### config.mk
export PLATFORM = sky130hd
export DESIGN_NAME = acache_hash
export DESIGN_NICKNAME = d
export VERILOG_FILES = /design/src/hdl/acache_pkg.sv /design/src/hdl/acache_hash.sv
export SDC_FILE = /design/constraint.sdc
export NUM_CORES = 1
export LEC_CHECK = 0
export BUFFER_PORTS_ARGS = -buffer_cell sky130_fd_sc_hd__buf_2
export CORE_MARGIN = 3
export CORE_UTILIZATION = 51
export DETAILED_ROUTE_END_ITERATION = 10
export MAX_ROUTING_LAYER = met4
export PLACE_DENSITY_LB_ADDON = 0.15
export SKIP_LAST_GASP = 1
export SYNTH_ARGS = -nofsm -noshare
export SYNTH_HDL_FRONTEND = slang
export SYNTH_SLANG_ARGS = --single-unit
### constraint.sdc
create_clock -name clk -period 5.5 [get_ports clk]
set_input_delay 0.55 -clock clk [delete_from_list [all_inputs] [get_ports clk]]
set_output_delay 0.55 -clock clk [all_outputs]
set_load 0.05 [all_outputs]
### src/hdl/acache_pkg.sv
// ----------------------------------------------------------------------------
// ARP cache package
// Codes, register indexes and the tag entry type shared by the ARP cache
// engine modules.
// ----------------------------------------------------------------------------
`default_nettype none

package acache_pkg;

	// Commands.
	localparam logic [1:0] CMD_RESOLVE = 2'd0;
	localparam logic [1:0] CMD_FRAME   = 2'd1;
	localparam logic [1:0] CMD_CLOSE   = 2'd2;

	// Result status codes.
	localparam logic [2:0] ST_HIT       = 3'd0;
	localparam logic [2:0] ST_BROADCAST = 3'd1;
	localparam logic [2:0] ST_NEED_REQ  = 3'd2;
	localparam logic [2:0] ST_LOCAL_ERR = 3'd3;
	localparam logic [2:0] ST_DROPPED   = 3'd4;
	localparam logic [2:0] ST_UPDATED   = 3'd5;
	localparam logic [2:0] ST_REPLY     = 3'd6;
	localparam logic [2:0] ST_CLOSED    = 3'd7;

	// Configuration register indexes.
	localparam logic REG_MY_IP  = 1'b0;
	localparam logic REG_MY_MAC = 1'b1;

	// ARP field values.
	localparam logic [15:0] OPC_REQUEST = 16'h0001;
	localparam logic [15:0] PROTO_IP    = 16'h0800;

	// Hash fold and the remainder unit that reduces it.
	localparam int             FOLD_W      = 15;
	localparam logic [14:0]    FOLD_MASK   = 15'h7fff;
	localparam int             HASH_STEPS  = 5;
	localparam int             HASH_CYCLES = FOLD_W / HASH_STEPS;
	localparam int             HASH_CW     = (HASH_CYCLES > 1) ? $clog2(HASH_CYCLES) : 1;

	// One tag entry: in_use is bit 33 and complete is bit 32, above the address.
	typedef struct packed {
		logic        in_use;
		logic        complete;
		logic [31:0] ip;
	} tag_t;

endpackage

`default_nettype wire

### src/hdl/acache_hash.sv
// ----------------------------------------------------------------------------
// ARP cache bucket hash
// Folds an IPv4 address to 15 bits, reduces it modulo the bucket count with
// an iterative restoring remainder and returns the bucket's first table
// index.
// ----------------------------------------------------------------------------
`default_nettype none

module acache_hash #(
	parameter int BUCKETS     = 19,
	parameter int BUCKET_SIZE = 5,
	parameter int AW          = 7
) (
	input  wire  logic          clk,
	input  wire  logic          arst_n,
	input  wire  logic          start,
	input  wire  logic [31:0]   ip,
	output logic                done,
	output logic [AW-1:0]       base
);

	localparam int           RW = ((BUCKETS > 1) ? $clog2(BUCKETS) : 0) + 1;
	localparam logic [RW-1:0] BK = RW'(BUCKETS);

	logic [acache_pkg::FOLD_W-1:0]  fold_q;
	logic [RW-1:0]                  rem_q;
	logic [acache_pkg::HASH_CW-1:0] cnt_q;
	logic                           run_q;
	logic                           fin_q;
	logic [acache_pkg::FOLD_W-1:0]  fold_nx;
	logic [RW-1:0]                  rem_nx;

	// Each cycle shifts several dividend bits into the remainder.
	always_comb begin
		fold_nx = fold_q;
		rem_nx  = rem_q;
		for (int k = 0; k < acache_pkg::HASH_STEPS; k++) begin
			rem_nx  = (rem_nx << 1) | RW'(fold_nx[acache_pkg::FOLD_W-1]);
			fold_nx = fold_nx << 1;
			if (rem_nx >= BK) begin
				rem_nx = rem_nx - BK;
			end
		end
	end

	always_ff @(posedge clk or negedge arst_n) begin
		if (!arst_n) begin
			run_q <= 1'b0;
			fin_q <= 1'b0;
			done  <= 1'b0;
			cnt_q <= '0;
		end else begin
			done  <= 1'b0;
			fin_q <= 1'b0;
			if (start) begin
				fold_q <= (ip[30:16] ^ ip[14:0]) & acache_pkg::FOLD_MASK;
				rem_q  <= '0;
				cnt_q  <= '0;
				run_q  <= 1'b1;
			end else if (run_q) begin
				fold_q <= fold_nx;
				rem_q  <= rem_nx;
				cnt_q  <= cnt_q + 1'b1;
				if (cnt_q == acache_pkg::HASH_CW'(acache_pkg::HASH_CYCLES - 1)) begin
					run_q <= 1'b0;
					fin_q <= 1'b1;
				end
			end
			if (fin_q) begin
				base <= AW'(rem_q) * AW'(BUCKET_SIZE);
				done <= 1'b1;
			end
		end
	end

endmodule

`default_nettype wire

# == After elaboration in Yosys (flattened, before gate mapping) ==
# Cells that the tools add are included.
# word_totals
reg_bits,33
elab_cells,46
# op_classes
add_sub_neg,6
multipliers,1
order_cmp,5
eq_ne,1
n_mux,17
n_bitwise,6
reduce_logical,3
# op_table
op,n
>= comparator 6 x 5 -> 1 bit (second input constant),5
two-way mux 15 bit,2
bitwise OR 6 x 1 -> 6 bit,5
two-way mux 5 bit,4
subtractor 5 bit (second input constant),4
bitwise XOR 15 bit,1
two-way mux 6 bit,2
multiplier 6 x 3 -> 7 bit (second input constant),1
two-way mux 1 bit,7
subtractor 6 x 5 -> 6 bit (second input constant),1
two-way mux 2 bit,2
AND reduction 2 bit,2
adder 2 x 1 -> 2 bit (second input constant),1
== test 2 bit (second input constant),1
nonzero test 2 bit,1

# == Longest topological paths before layout ==
# depth
word_depth,16
depth_mapped,25

# == Least setup slack after synthesis ==
# No wires, ideal clock.
# synth_timing
kind,register to register
startpoint,register rem_q[0]
endpoint,"register rem_q[5], data pin"
t_arrival_ns,5.731
required_time_ns,5.348
path_slack_ns,-0.383
path_stages_with_launch,26
path_buffers,0
synth_period_minus_slack_ns,5.883
cell_sequence,edfxtp_1 ha_1 or3_4 a21oi_4 xnor2_1 ha_1 o22ai_1 nand2_1 xor2_1 ha_1 a31oi_1 o211ai_2 a21oi_2 xor2_1 inv_1 ha_1 nor2_1 mux2i_1 o21a_1 or2_1 xnor2_1 ha_1 inv_1 or4b_1 or4_1 a31oi_1
# synth_via
elab_chain_cells,16
# synth_rtl
item,line,rtl
"start, declared",acache_hash.sv:26,logic [RW-1:0] rem_q;
"start signal, assigned",acache_hash.sv:62,rem_q <= rem_nx;
bitwise OR 6 x 1 -> 6 bit *,acache_hash.sv:38,rem_nx = (rem_nx << 1) | RW'(fold_nx[acache_pkg::FOLD_W-1]);
subtractor 5 bit / >= comparator 6 x 5 -> 1 bit (equally long branches),"acache_hash.sv:41, acache_hash.sv:40",
two-way mux 5 bit *,acache_hash.sv:40,if (rem_nx >= BK) begin
bitwise OR 6 x 1 -> 6 bit *,acache_hash.sv:38,
subtractor 5 bit / >= comparator 6 x 5 -> 1 bit (equally long branches),"acache_hash.sv:41, acache_hash.sv:40",
two-way mux 5 bit *,acache_hash.sv:40,
bitwise OR 6 x 1 -> 6 bit *,acache_hash.sv:38,
subtractor 5 bit / >= comparator 6 x 5 -> 1 bit (equally long branches),"acache_hash.sv:41, acache_hash.sv:40",
two-way mux 5 bit *,acache_hash.sv:40,
bitwise OR 6 x 1 -> 6 bit *,acache_hash.sv:38,
subtractor 5 bit / >= comparator 6 x 5 -> 1 bit (equally long branches),"acache_hash.sv:41, acache_hash.sv:40",
two-way mux 5 bit *,acache_hash.sv:40,
bitwise OR 6 x 1 -> 6 bit *,acache_hash.sv:38,
subtractor 6 x 5 -> 6 bit / >= comparator 6 x 5 -> 1 bit (equally long branches),"acache_hash.sv:41, acache_hash.sv:40",
two-way mux 6 bit *,acache_hash.sv:40,
two-way mux 6 bit *,acache_hash.sv:60,end else if (run_q) begin
# Mark *: on every way between the ends. The rest lies on a longest branch, timed or not.
# A chain may end at the register's enable or synchronous reset.

# == Worst setup path in the final report ==
# layout_timing
startpoint,register fold_q[14] (netlist name)
endpoint,"register rem_q[5], data pin"
# layout_via
elab_chain_cells,16
# layout_rtl
item,line,rtl
"start, declared",acache_hash.sv:25,logic [acache_pkg::FOLD_W-1:0] fold_q;
"start signal, assigned",acache_hash.sv:56,fold_q <= (ip[30:16] ^ ip[14:0]) & acache_pkg::FOLD_MASK;
"start signal, assigned",acache_hash.sv:61,fold_q <= fold_nx;
bitwise OR 6 x 1 -> 6 bit *,acache_hash.sv:38,
subtractor 5 bit / >= comparator 6 x 5 -> 1 bit (equally long branches),"acache_hash.sv:41, acache_hash.sv:40",
two-way mux 5 bit *,acache_hash.sv:40,
bitwise OR 6 x 1 -> 6 bit *,acache_hash.sv:38,
subtractor 5 bit / >= comparator 6 x 5 -> 1 bit (equally long branches),"acache_hash.sv:41, acache_hash.sv:40",
two-way mux 5 bit *,acache_hash.sv:40,
bitwise OR 6 x 1 -> 6 bit *,acache_hash.sv:38,
subtractor 5 bit / >= comparator 6 x 5 -> 1 bit (equally long branches),"acache_hash.sv:41, acache_hash.sv:40",
two-way mux 5 bit *,acache_hash.sv:40,
bitwise OR 6 x 1 -> 6 bit *,acache_hash.sv:38,
subtractor 5 bit / >= comparator 6 x 5 -> 1 bit (equally long branches),"acache_hash.sv:41, acache_hash.sv:40",
two-way mux 5 bit *,acache_hash.sv:40,
bitwise OR 6 x 1 -> 6 bit *,acache_hash.sv:38,
subtractor 6 x 5 -> 6 bit / >= comparator 6 x 5 -> 1 bit (equally long branches),"acache_hash.sv:41, acache_hash.sv:40",
two-way mux 6 bit *,acache_hash.sv:40,
two-way mux 6 bit *,acache_hash.sv:60,
# Marked as above.

==> metrics.md <==
| Metric | Value |
|---|---|
| Outcome | finished, final reports clean |
| Cell family with most CP delay | simple AND/OR/NAND/NOR gates |
| Iteration-0 DRC Markers | 74 |
| Max_slew headroom | between 40% and 50% |
| HPWL after detailed placement | ~3.7 mm |
| Synth Instances | 262 |
| Post-synth EDFFs | 28 |
| Critical path endpoint category | flip-flop |
| Clock root cell | clkbuf_8 |
| Clock Pin Slew Worst Setup and Hold Paths | roughly 0.07 ns |
| Buffers & Inverters on Critical Path | 2 |
| Setup slack, reg-to-reg | approximately 0.13 ns |
| Maxcap violations | 0 |
| Antenna violations before repair | 0 |
| PortBufs | 40 |
| Fmax | approximately 190 MHz |
| Post-Syn Area | about 2600 µm² |
| Synth top area cells | edfxtp_1 (33%), ha_1 (6.4%), xnor2_1 (5.5%) |
| Fraction of registers with async set/reset | ~15% |
| M1 WL | approximately 2.4 mm |
| Top sig layer | met4 |
| Sequential area share after synthesis | 37.9% |
| WS Path Type | reg2reg |
| Most used DFF post-synth | edfxtp_1 |
| Final worst-path cycle share | 97.7% |
| Area added between synthesis and finish | 26.5% |
| ANT cells | 0 |
| Vias per Instance | approximately 5.5 |
| Worst hold path type | in2async |
| Final hold vios | 0 |
| Post-synth top area share | 33.0% |
| Final min period | roughly 5.4 ns |
| Die Width | about 77 µm |
| Crit-path max cell delay | 0.57 ns |
| DP Area | approximately 3000 µm² |
| Largest net degree at the start of global routing | 39 |
| CP max stage cell | or4_4 |
| Seq cells post-synth | 33 |
| CTS Buf Count | 5 |
| Post-synth cell types | 57 |
| Most frequent CP cell | ha_2 |
| First-pass GRT wire length | between 8 and 9 mm |
| Total track usage | between 15 and 20% |
| Antenna Nets Post-Route | 0 |
| DR WL met3 | ~250 µm |
| Die footprint | about 5900 µm² |
| Drt drc | 0 |
| Starting density of the core | a little over half |
| CP Max Fanout | 3 |
| Syn_area_per_cell | around 9.7 µm² |
| Critical Path RT | ~5.6 ns |
| Max Slew Vio Count | 0 |
| Core ar. | about 4800 µm² |
| Yosys top cell by area | edfxtp_1 |
| GR Overflow Total | 0 |
| Worst-case clock buffer depth | 2 |
| WL final | just over 5 mm |
| IO Count | 43 |
| Worst-Margin Slew | between 0.7 and 0.8 ns |
| Vias | about 2200 |
| Number of setup violations in the final report | 0 |
| FP Rows | 25 |
| TritonRoute pass-1 iters | 4 |
| Clk sinks | 33 |
| Final Cell Area | roughly 3200 µm² |
| GP Congestion | slightly below 0.9 |
| DR WL/cell | between 10 and 15 µm |
| Met2 WL | ~2.4 mm |
| CTS tree | done |
| Cell Chain, Critical Path | ha_2 > or3_4 > a21oi_4 > xnor2_2 > ha_2 > o22ai_4 > nand2_1 > xor2_1 > ha_2 > a31oi_2 > o211ai_2 > buf_4 > mux2_1 > or4_4 > or2_4 > xnor2_2 > ha_2 > inv_1 > or4b_1 > or4_4 > a31oi_1 |
| Arrival time worst endpoint | 5.51 ns |
| Net count after synthesis | approximately 310 |
| Clk Latency, worst-skew pair | 0.29 ns |
| Number of global-route vias before repair | 2002 |
| Worst Clk Skew | ~0.0073 ns |
| Startpoint Class | flip-flop |
| Ys Warns | 0 |
| Die Span Y | between 70 and 80 µm |
| H-tree depth | 2 |
| Layout cells sized above 1 | about a third |
| Nets | between 300 and 400 |
==> stage by stage <==
| step | hold WS [ns] | setup TNS [ns] | setup WS (ns) | utilization, % | instances |
|---|---|---|---|---|---|
| after global placement | 0.351 | 0 | 0.101 | 62.9 | 383 |
| final | 0.123 | 0 | 0.128 | 67.4 | 398 |
| after detailed placement | 0.356 | 0 | 0.0428 | 62.9 | 383 |
| after global routing | 0.126 | -0.0490 | -0.0490 | 67.4 | 398 |
| after CTS | 0.125 | 0 | 0.00936 | 65.2 | 391 |
| after floorplan | 0.254 | -0.108 | -0.108 | - | 262 |
==> logic make-up (layout without fill, tap and decap cells) <==
kind of cell	after synthesis	in the layout	share of synthesized area, %
fa+ha+maj	14	14	7.16
compound gates	84	84	23.4
mux	10	10	4.76
xor+xnor	25	25	8.58
flops	33	33	37.9
buf+inv	21	90	3.58
simple gates	75	75	14.7
==> layer usage <==
metal  vias to the layer above  GRT usage (%)
met4                         0           5.62
li1                       1127              -
met1                      1020           23.5
met2                        54           29.1
met5                         -              -
met3                         6           3.87
==> cell type report <==
cell class,count,area [µm²]
Inverter,9,33.8
Clock inverter,3,41.3
Sequential cell,33,966
Multi-Input combinational cell,208,1590
Fill cell,395,1560
Timing Repair Buffer,73,448
Tap cell,67,83.8
Clock buffer,5,68.8
==> repair_timing <==
| action | CTS | global route |
|---|---|---|
| gates resized for setup | 0 | 12 |
| endpoints found under the setup margin | 0 | 5 |
| hold buffers | 0 | 0 |
| buffers inserted | 0 | 7 |
==> placed cells by master (no fill, tap or decap), drive strengths merged, types with 3 or more instances in the layout <==
master,instances
a21oi,24
edfxtp,28
and2,6
or3,5
or4,3
nor3,8
o211ai,5
xor2,9
nand2,12
o31ai,4
inv,9
mux2,4
nor2,27
o21ai,11
a21o,4
nand3,3
a2111o,3
a211oi,4
o21a,5
buf,73
mux2i,6
o22ai,4
a31oi,3
dfrtp,5
o32ai,3
xnor2,16
clkbuf,5
ha,13
==> path summary, 6_finish.rpt <==
path	start	depth (start not counted)	to
max in group asynchronous	arst_n	1	fin_q
min in group clk	fin_q	0	done
min	arst_n	1	cnt_q[0]
min reg2reg	fin_q	0	done
max reg2reg	fold_q[14]	21	rem_q[5]
max	fold_q[14]	21	rem_q[5]
==> flip-flops by register name (all words and copies together) (netlist names) <==
register / count
rem_q: 6
run_q: 1
fold_q: 15
base: 7
done: 1
fin_q: 1
cnt_q: 2
==> cell usage after synthesis, drive strengths merged, types with 3 or more instances <==
library cell / instances
a2111o: 3
a211oi: 4
a21o: 4
a21oi: 24
a31oi: 3
and2: 6
buf: 5
clkbuf: 7
dfrtp: 5
edfxtp: 28
ha: 13
inv: 9
mux2: 4
mux2i: 6
nand2: 12
nand3: 3
nor2: 27
nor3: 8
o211ai: 5
o21a: 5
o21ai: 11
o22ai: 4
o31ai: 4
o32ai: 3
or3: 5
or4: 3
xnor2: 16
xor2: 9
Power is left out: the tool's default activity adds up to more than one toggle a clock period on the data nets, which glitch-free logic cannot reach.
