==> config.mk <==
export PLATFORM = sky130hd
export DESIGN_NAME = acache_ram
export DESIGN_NICKNAME = d
export VERILOG_FILES = /design/src/hdl/acache_ram.sv
export SDC_FILE = /design/constraint.sdc
export NUM_CORES = 1
export LEC_CHECK = 0
export BUFFER_PORTS_ARGS = -buffer_cell sky130_fd_sc_hd__buf_2
export CAP_MARGIN = 25
export CORE_MARGIN = 3
export CORE_UTILIZATION = 40
export CTS_CLUSTER_SIZE = 10
export DETAILED_ROUTE_END_ITERATION = 8
export RECOVER_POWER = 50
export SLEW_MARGIN = 30
export SYNTH_ARGS = -nofsm -noshare
export SYNTH_HDL_FRONTEND = slang
export SYNTH_SLANG_ARGS = --single-unit
==> constraint.sdc <==
create_clock -name clk -period 1.77 [get_ports clk]
set_input_delay 0.354 -clock clk [delete_from_list [all_inputs] [get_ports clk]]
set_output_delay 0.354 -clock clk [all_outputs]
set_load 0.1 [all_outputs]
==> src/hdl/acache_ram.sv <==
// ----------------------------------------------------------------------------
// Generic RAM
// Single write port, single read port with a registered read.
// ----------------------------------------------------------------------------
`default_nettype none

module acache_ram #(
	parameter int WIDTH = 8,
	parameter int DEPTH = 16,
	localparam int AW = (DEPTH > 1) ? $clog2(DEPTH) : 1
) (
	input  wire  logic                 clk,
	input  wire  logic                 wr_en,
	input  wire  logic [AW-1:0]        wr_addr,
	input  wire  logic [WIDTH-1:0]     wr_data,
	input  wire  logic                 rd_en,
	input  wire  logic [AW-1:0]        rd_addr,
	output logic       [WIDTH-1:0]     rd_data
);

	logic [WIDTH-1:0] mem [DEPTH];

	always_ff @(posedge clk) begin
		if (wr_en) begin
			mem[wr_addr] <= wr_data;
		end
		if (rd_en) begin
			rd_data <= mem[rd_addr];
		end
	end

endmodule

`default_nettype wire

# Word level (Yosys, flattened, before mapping)
# Memory sizes are Yosys's and may differ from the RTL's. A register that Yosys moved wholly into a read port is not among the register bits.
# Index checks and enable logic that the tools add are counted.
[totals] ff_bits=0 ramBits=128 in_bits=19 out_inout_bits=8 elab_cells=3 n_memories=1
[memory_table] memory="mem" words=16 width=8 read_ports=1 rd_clocked_by_memory_dff=1 wr=1 line_no="21" text="logic [WIDTH-1:0] mem [DEPTH];"
[op_classes] n_mux=2
[ops] cell="two-way mux 1 bit" n=2

# Longest topological paths before layout
# Gate-level depths: netlist of run 1.
[logic_depth] word_depth=2 mapped_depth=5 ltp_nobuf=3

# Worst setup path after synthesis of run 1
# Ideal clock, no wire load.
[synth_path] path_kind="input -> register" start="input wr_addr[2]" end="memory mem[0][0], enable pin" setup_ns=0.383 t_arrival_ns=1.464 t_required_ns=1.387 slack_ns=-0.077 path_stages=2 n_path_buf=0 path_cell_list="or3b_2 nor3_1"
[synth_lines] element="from (decl)" line_no="14" text="input wire logic [AW-1:0] wr_addr,"
[synth_lines] element="to (decl)" line_no="21"
# No word-level cell before the write port.

# Final worst setup path of run 1
[layout_path] start="register rd_data[7], read port of mem" end="output rd_data[7]"
[layout_lines] element="from (decl)" line_no="18" text="output logic [WIDTH-1:0] rd_data"
# No word-level cell between the ends.

==> results.toml, run 1 <==
[run_status]
status = "complete, no violations"

[job]
max_cap_viol_count = 0

[timing]
post-route-min-period_ps = 1580
fmax_mhz = 633
setup_ws_ps = 191
fin_skew_ps = 6.83
slew_headroom = 0.453
slew_violations = 0
worstMarginPinSlew_ps = 819
fin_hold_ws_ps = 435
hold_violations = 0
rsz0062_at_grt = "false"
final.period_utilization = 0.892
finalSetupViolCount = 0

[setup_path]
critPathArrivalTime_ps = 1220
worstPathMaxFanout = 1
crit_required_ps = 1420
cp-end-kind = "output port"
path_buf_inv = 1
max_stage_delay_ps = 450
slowest_stage = "buf_2"
crit_cells = 1
worstSetupPathType = "reg -> out"
critPathLaunchType = "flip-flop"
path_cells = "buf_2"
cp_top_family = "buffers and inverters"
reg2reg_depth = 3

[placed_design]
pre_cts_ws_ps = -146
io_buffers = 26
place_hpwl_mm = 6.51
globalplace.congestion = 0.730

[detailed_routing]
wl_mm = 9.82
vias_per_cell = 5.06
routedWlPerCell_um = 20.6
drt_pass1_iterations = 4
drc = 0
drt_iter0_drc = 185
num_vias = 2410
drt.antenna.violating_nets = 0

[global_route]
grt_util_met3 = 0.0430
grt_pass1_vias = 2581
grt_overflow = 0
globalRouteMet1Util = 0.199
met2_usage = 0.238
grt_max_degree = 17
antenna_found_initial = 0
grt_usage = 0.150
grt_pass1_wl_mm = 15.4
busiest_layer = "met2"

[floorplanning]
initial_core_util = 0.411
die_area_sq_um = 14500
coreArea_sq_um = 12700
num_rows = 41
die_y_um = 120
io_pins = 27
die_x_um = 120

[pwr]
ir_worst_vdd_v = 0.000647
leakage_nw = 2.13
powerDensity_nw_per_um2 = 1190

[clock_tree]
clk_pin_slew_ps = 60
clockRootBuffer = "clkbuf_16"
ctsHoldBuffers = 0
worstSkewPairLatency_ps = 410
cts_setup_buffers = 0
cts_tree = "done"
clockBufferDepth = 2
cts_htree_levels = 4
ctsResizeCount = 0
cts.sinks = 136
numCtsBuffers = 17

[synth]
synth_seq_area_share = 0.781
syn-instance-count = 229
ys_seq_elements = 136
synth.distinct_cells = 18
synth_area_sq_um = 5230
synth-warning-count = 0
synth_nets = 248
avgSynthCellArea_sq_um = 22.8

[cells_and_area]
fin_util = 0.496
drive_gt1_frac = 0.303
final_cell_mix = "136 x edfxtp_1, 22 x buf_4, 18 x mux4_2"
area_delta_synth_final_pct = 20.8
nNetsFinal = 310
layout_commonest_cell = "edfxtp_1"
antennaDiodeCount = 0

[min_path]
hold_class = "in -> reg"
holdPathStages = 1
## final timing paths
| kind | slack [ps] | endpoint | start |
|---|---|---|---|
| worst max-delay path | 190 | rd_data[7] | rd_data[7] |
| worst min-delay path | 440 | rd_data[0] | rd_en |
| worst max register to register | 260 | rd_data[6] | mem[8][6] |
| worst min register to register | 760 | rd_data[7] | mem[12][7] |
## synth_stat cells (all sizes together)
library cell   number  area share
edfxtp            136        0.78
nor3                4      0.0038
mux4               32        0.15
buf                 7       0.011
or3b                1      0.0017
nor2               13      0.0093
and2                1      0.0012
nand3b              2      0.0029
a22oi              16       0.023
nand3               1     0.00096
and2b               1      0.0014
clkdlybuf4s25       3      0.0057
nand2               9      0.0065
nor2b               1      0.0012
nand2b              2      0.0024
## per-stage QoR
stage	area, sq um	total power [mW]	instances	setup TNS (ps)
floorplan	5230	4.01	229	0
global placement	5740	4.17	444	-862
detailed placement	5740	4.18	444	-828
CTS	6330	7.61	476	0
global route	6310	7.79	476	0
finish	6310	7.54	476	0
## state kept, by name, indices dropped and copies added, names as in the netlist
register  cells
mem         128
rd_data       8
## routing by layer
layer  part of all wire  wire (um)  vias up
met1               0.43       4260     1237
met2               0.50       4870       63
met3              0.060        585        8
met5                  0          0        -
met4              0.010        102        0
li1                   -          -     1102
## cell type report
class | instances | area [sq um]
multi-input combinational | 83 | 1060
sequential | 136 | 4080
tap | 172 | 215
clock buffer | 18 | 429
clock inverter | 14 | 158
timing repair buffer | 53 | 367
fill | 1068 | 6410
## report_power, final
group	switching (mW)	internal, mW
clock	1.24	2.20
combinational	0.300	0.155
sequential	0.0175	3.63
## kinds of logic (layout without fill, tap and decap cells)
| kind of cell | Yosys count | after routing | synth area share |
|---|---|---|---|
| AOI/OAI and AO/OA | 16 | 16 | 0.0230 |
| muxes | 32 | 32 | 0.148 |
| and+or+nand+nor | 35 | 35 | 0.0314 |
| buffers and inverters | 10 | 85 | 0.0165 |
| DFF | 136 | 136 | 0.781 |
No activity file was read; power rests on OpenSTA's default activity.
==> run 2, diff against run 1 <==
--- a/config.mk
+++ b/config.mk
@@ -7,10 +7,10 @@
 export LEC_CHECK = 0
 export BUFFER_PORTS_ARGS = -buffer_cell sky130_fd_sc_hd__buf_2
 export CAP_MARGIN = 25
-export CORE_MARGIN = 3
 export CORE_UTILIZATION = 40
 export CTS_CLUSTER_SIZE = 10
 export DETAILED_ROUTE_END_ITERATION = 8
+export HOLD_SLACK_MARGIN = 0.03
 export RECOVER_POWER = 50
 export SLEW_MARGIN = 30
 export SYNTH_ARGS = -nofsm -noshare
==> run 2 against run 1 <==
Routed wire length fell by 2.1%; flip-flop and latch count unchanged; setup slack worse by 41 ps; register-to-register slack better by 60 ps; non-clock buffer count down 6; die area shrank 6.5%; sequential power hardly changed; total power is 3.2% higher; first-iteration DRC count is 5.9% higher; largest cell class unchanged; largest power group is now clock.
==> results.toml, run 2 (synthesis gave the netlist of run 1 again) <==
[run_status]
status = "complete, no violations"

[setup_path]
reg2reg_depth = 3
worstSetupPathType = "reg -> out"
cp-end-kind = "output port"
crit_required_ps = 1420
startpoint = "rd_data[7]"
critPathLaunchType = "flip-flop"
slowest_stage = "buf_2"
max_stage_delay_ps = 460
path_cells = "buf_2"
crit_cells = 1
path_buf_inv = 1
worstPathMaxFanout = 1
worst_r2r_startpoint = "mem[11][7]"
cp_top_family = "buffers and inverters"
critPathArrivalTime_ps = 1270

[cells_and_area]
area_delta_synth_final_pct = 20.8
drive_gt1_frac = 0.282
largest_reg_flops = 128
nFillCells = 1007
top_register = "mem"
layout_commonest_cell = "edfxtp_1"
nNetsFinal = 304
final_cell_mix = "136 x edfxtp_1, 18 x mux4_2, 17 x clkbuf_16"
antennaDiodeCount = 0
stdcell_count = 470
reg_top3 = "mem x128, rd_data x8"
fin_util = 0.498

[clock_tree]
clockRootBuffer = "clkbuf_16"
clockBufferDepth = 2
cts_htree_levels = 4
cts_setup_buffers = 0
worstSkewPairLatency_ps = 400
ctsHoldBuffers = 0
numCtsBuffers = 17
ctsResizeCount = 0
cts_tree = "done"
clk_pin_slew_ps = 60
cts.sinks = 136

[timing]
slew_headroom = 0.502
slew_violations = 0
fin_hold_ws_ps = 437
fin_skew_ps = 6.27
post-route-min-period_ps = 1620
rsz0062_at_grt = "false"
fmax_mhz = 618
final.period_utilization = 0.915
finalSetupViolCount = 0
hold_violations = 0
worstMarginPinSlew_ps = 748

[floorplanning]
initial_core_util = 0.413
num_rows = 41
coreArea_sq_um = 12700
die_y_um = 116
die_x_um = 116
die_area_sq_um = 13500
io_pins = 27

[min_path]
min_from = "rd_en"
hold_class = "in -> reg"
holdPathStages = 1

[pwr]
leakage_nw = 2.10
power_mw = 7.78
ir_worst_vdd_v = 0.000704
powerDensity_nw_per_um2 = 1230

[detailed_routing]
drt_pass1_iterations = 4
drt_iter0_drc = 196
drt.antenna.violating_nets = 0
drc = 0
wl_mm = 9.61
routedWlPerCell_um = 20.4
vias_per_cell = 5.19
num_vias = 2441

[global_route]
grt_pass1_wl_mm = 14.9
antenna_found_initial = 0
grt_pass1_vias = 2596
grt_max_degree = 20
grt_overflow = 0
grt_usage = 0.163

[placed_design]
place_hpwl_mm = 6.52
dp_cells = 438
globalplace.congestion = 0.691
io_buffers = 26

[job]
max_cap_viol_count = 0
[run 2: through the flow]
| stage | area [sq um] | worst slack (ps) | TNS [ps] |
|---|---|---|---|
| after floorplan | 5230 | 134 | 0 |
| after global placement | 5700 | -101 | -406 |
| after detailed placement | 5700 | -136 | -584 |
| after CTS | 6330 | 119 | 0 |
| after global routing | 6310 | 114 | 0 |
| final | 6310 | 151 | 0 |
[run 2: path summary, 6_finish.rpt]
kind	to	slack [ps]
hold reg to reg	rd_data[4]	750
hold / removal	rd_data[4]	440
setup / recovery	rd_data[7]	150
setup reg to reg	rd_data[7]	320
[run 2: power breakdown]
part / leakage [nW] / switching [mW] / total (mW) / internal (mW)
Sequential: 1.24 / 0.0209 / 3.65 / 3.63
Combinational: 0.567 / 0.298 / 0.444 / 0.146
Clock: 0.301 / 1.21 / 3.68 / 2.47
Total: 2.10 / 1.53 / 7.78 / 6.25
[run 2: area by class of cell]
class	instances	area [sq um]	share of cell area
Sequential cell	136	4080	0.647
Multi-Input combinational cell	83	1060	0.168
Clock buffer	17	425	0.0674
Timing Repair Buffer	47	318	0.0503
Tap cell	172	215	0.0341
Clock inverter	15	208	0.0329
[run 2: metal layers]
layer / up-vias / routed length [um] / GRT usage
li1: 1094 / - / -
met5: - / 0 / 0
met1: 1285 / 4090 / 0.197
met3: 4 / 332 / 0.0400
met4: 0 / 117 / 0.0838
met2: 58 / 5070 / 0.274
==> run 3, diff against run 2 <==
--- a/config.mk
+++ b/config.mk
@@ -11,6 +11,7 @@
 export CTS_CLUSTER_SIZE = 10
 export DETAILED_ROUTE_END_ITERATION = 8
 export HOLD_SLACK_MARGIN = 0.03
+export PLACE_DENSITY_LB_ADDON = 0.25
 export RECOVER_POWER = 50
 export SLEW_MARGIN = 30
 export SYNTH_ARGS = -nofsm -noshare
==> run 3 against run 2 <==
Die area unchanged; routed wire length up 7.8%; register-to-register slack worse by 60 ps; setup slack worse by 3.3 ps; global-route usage up 0.98 points; core utilization down 0.19 points; via count about the same; combinational power up 2%; critical path type unchanged; largest cell class unchanged.
==> results.toml, run 3 (synthesis gave the netlist of run 1 again) <==
[timing]
fin_skew_ps = 4.24
slew_headroom = 0.487
post-route-min-period_ps = 1620
rsz0062_at_grt = "false"
final.period_utilization = 0.917
hold_violations = 0
worstMarginPinSlew_ps = 767
fin_hold_ws_ps = 482
finalSetupViolCount = 0
slew_violations = 0
fmax_mhz = 616

[cells_and_area]
area_delta_synth_final_pct = 20.3
antennaDiodeCount = 0
largest_reg_flops = 128
final_cell_mix = "136 x edfxtp_1, 18 x mux4_2, 18 x buf_4"
drive_gt1_frac = 0.278
fin_util = 0.496
top_register = "mem"
layout_commonest_cell = "edfxtp_1"
nNetsFinal = 306
reg_top3 = "mem x128, rd_data x8"

[floorplanning]
num_rows = 41
die_x_um = 116
coreArea_sq_um = 12700
die_y_um = 116
initial_core_util = 0.413
io_pins = 27
die_area_sq_um = 13500

[detailed_routing]
routedWlPerCell_um = 22.0
wl_mm = 10.4
top_layer = "met4"
drt_iter0_drc = 231
drt.antenna.violating_nets = 0
met1_length_mm = 4.60
num_vias = 2442
drc = 0
vias_per_cell = 5.18
drt_pass1_iterations = 4
dr_wl_met2_mm = 5.31
wl_met3_um = 281

[min_path]
hold_class = "in -> reg"

[clock_tree]
numCtsBuffers = 17
cts.sinks = 136
ctsResizeCount = 0
cts_setup_buffers = 0
ctsHoldBuffers = 0
clockBufferDepth = 2
cts_tree = "done"
cts_htree_levels = 4
clockRootBuffer = "clkbuf_16"
clk_pin_slew_ps = 50
worstSkewPairLatency_ps = 400

[pwr]
seqPwrFrac = 0.481
comb_power_share = 0.060
ir_worst_vdd_v = 0.000629
p_sw_frac = 0.198
leakage_nw = 2.10
clkPwrFrac = 0.460
p_int_mw = 6.10
p_sw_mw = 1.50
powerDensity_nw_per_um2 = 1210

[run_status]
status = "complete, no violations"

[setup_path]
path_buf_inv = 1
worstSetupPathType = "reg -> out"
path_cells = "buf_2"
critPathArrivalTime_ps = 1270
worstPathMaxFanout = 1
critPathLaunchType = "flip-flop"
crit_required_ps = 1420
cp_top_family = "buffers and inverters"
cp-end-kind = "output port"
max_stage_delay_ps = 460
slowest_stage = "buf_2"

[global_route]
antenna_found_initial = 0
grt_overflow = 0
grt_pass1_wl_mm = 15.6
grt_max_degree = 22
grt_pass1_vias = 2584
grt_usage = 0.173

[placed_design]
io_buffers = 26
globalplace.congestion = 0.738
place_hpwl_mm = 6.47

[job]
max_cap_viol_count = 0
-- run 3: cell type report --
class / count / area [sq um]
clock buffers: 19 / 433
clock inverters: 12 / 158
fillers: 1009 / 6380
multi-input cells: 83 / 1060
flip-flops and latches: 136 / 4080
well taps: 172 / 215
repair buffers: 49 / 337
-- run 3: final timing paths --
check,start,endpoint,slack [ps],depth (start not counted)
worst max-delay path,rd_data[7],rd_data[7],150,1
worst min register to register,mem[11][3],rd_data[3],750,3
worst max register to register,mem[9][4],rd_data[4],260,3
worst min-delay path,wr_data[1],mem[7][1],480,1
-- run 3: power by group through the flow --
stage | Combinational, mW | Clock (mW) | Sequential, mW
2_1_floorplan | 0.183 | 0 | 3.82
3_3_place_gp | 0.458 | 0 | 3.72
3_5_place_dp | 0.464 | 0 | 3.72
4_1_cts | 0.465 | 3.56 | 3.65
5_1_grt | 0.485 | 3.70 | 3.66
6_report | 0.453 | 3.50 | 3.65
-- run 3: per-layer routing --
layer / vias up / global-route usage
li1: 1096 / -
met1: 1286 / 0.219
met2: 47 / 0.280
met3: 13 / 0.0540
met4: 0 / 0.0658
met5: - / 0
-- run 3: stage by stage --
stage	setup TNS, ps	instances	power [mW]	cell area, sq um	setup WS, ps
after detailed placement	-1050	440	4.18	5710	-192
after CTS	0	471	7.68	6300	115
after global placement	-1050	440	4.17	5710	-187
after floorplan	0	229	4.01	5230	134
final	0	471	7.60	6290	147
after global routing	0	471	7.85	6290	120
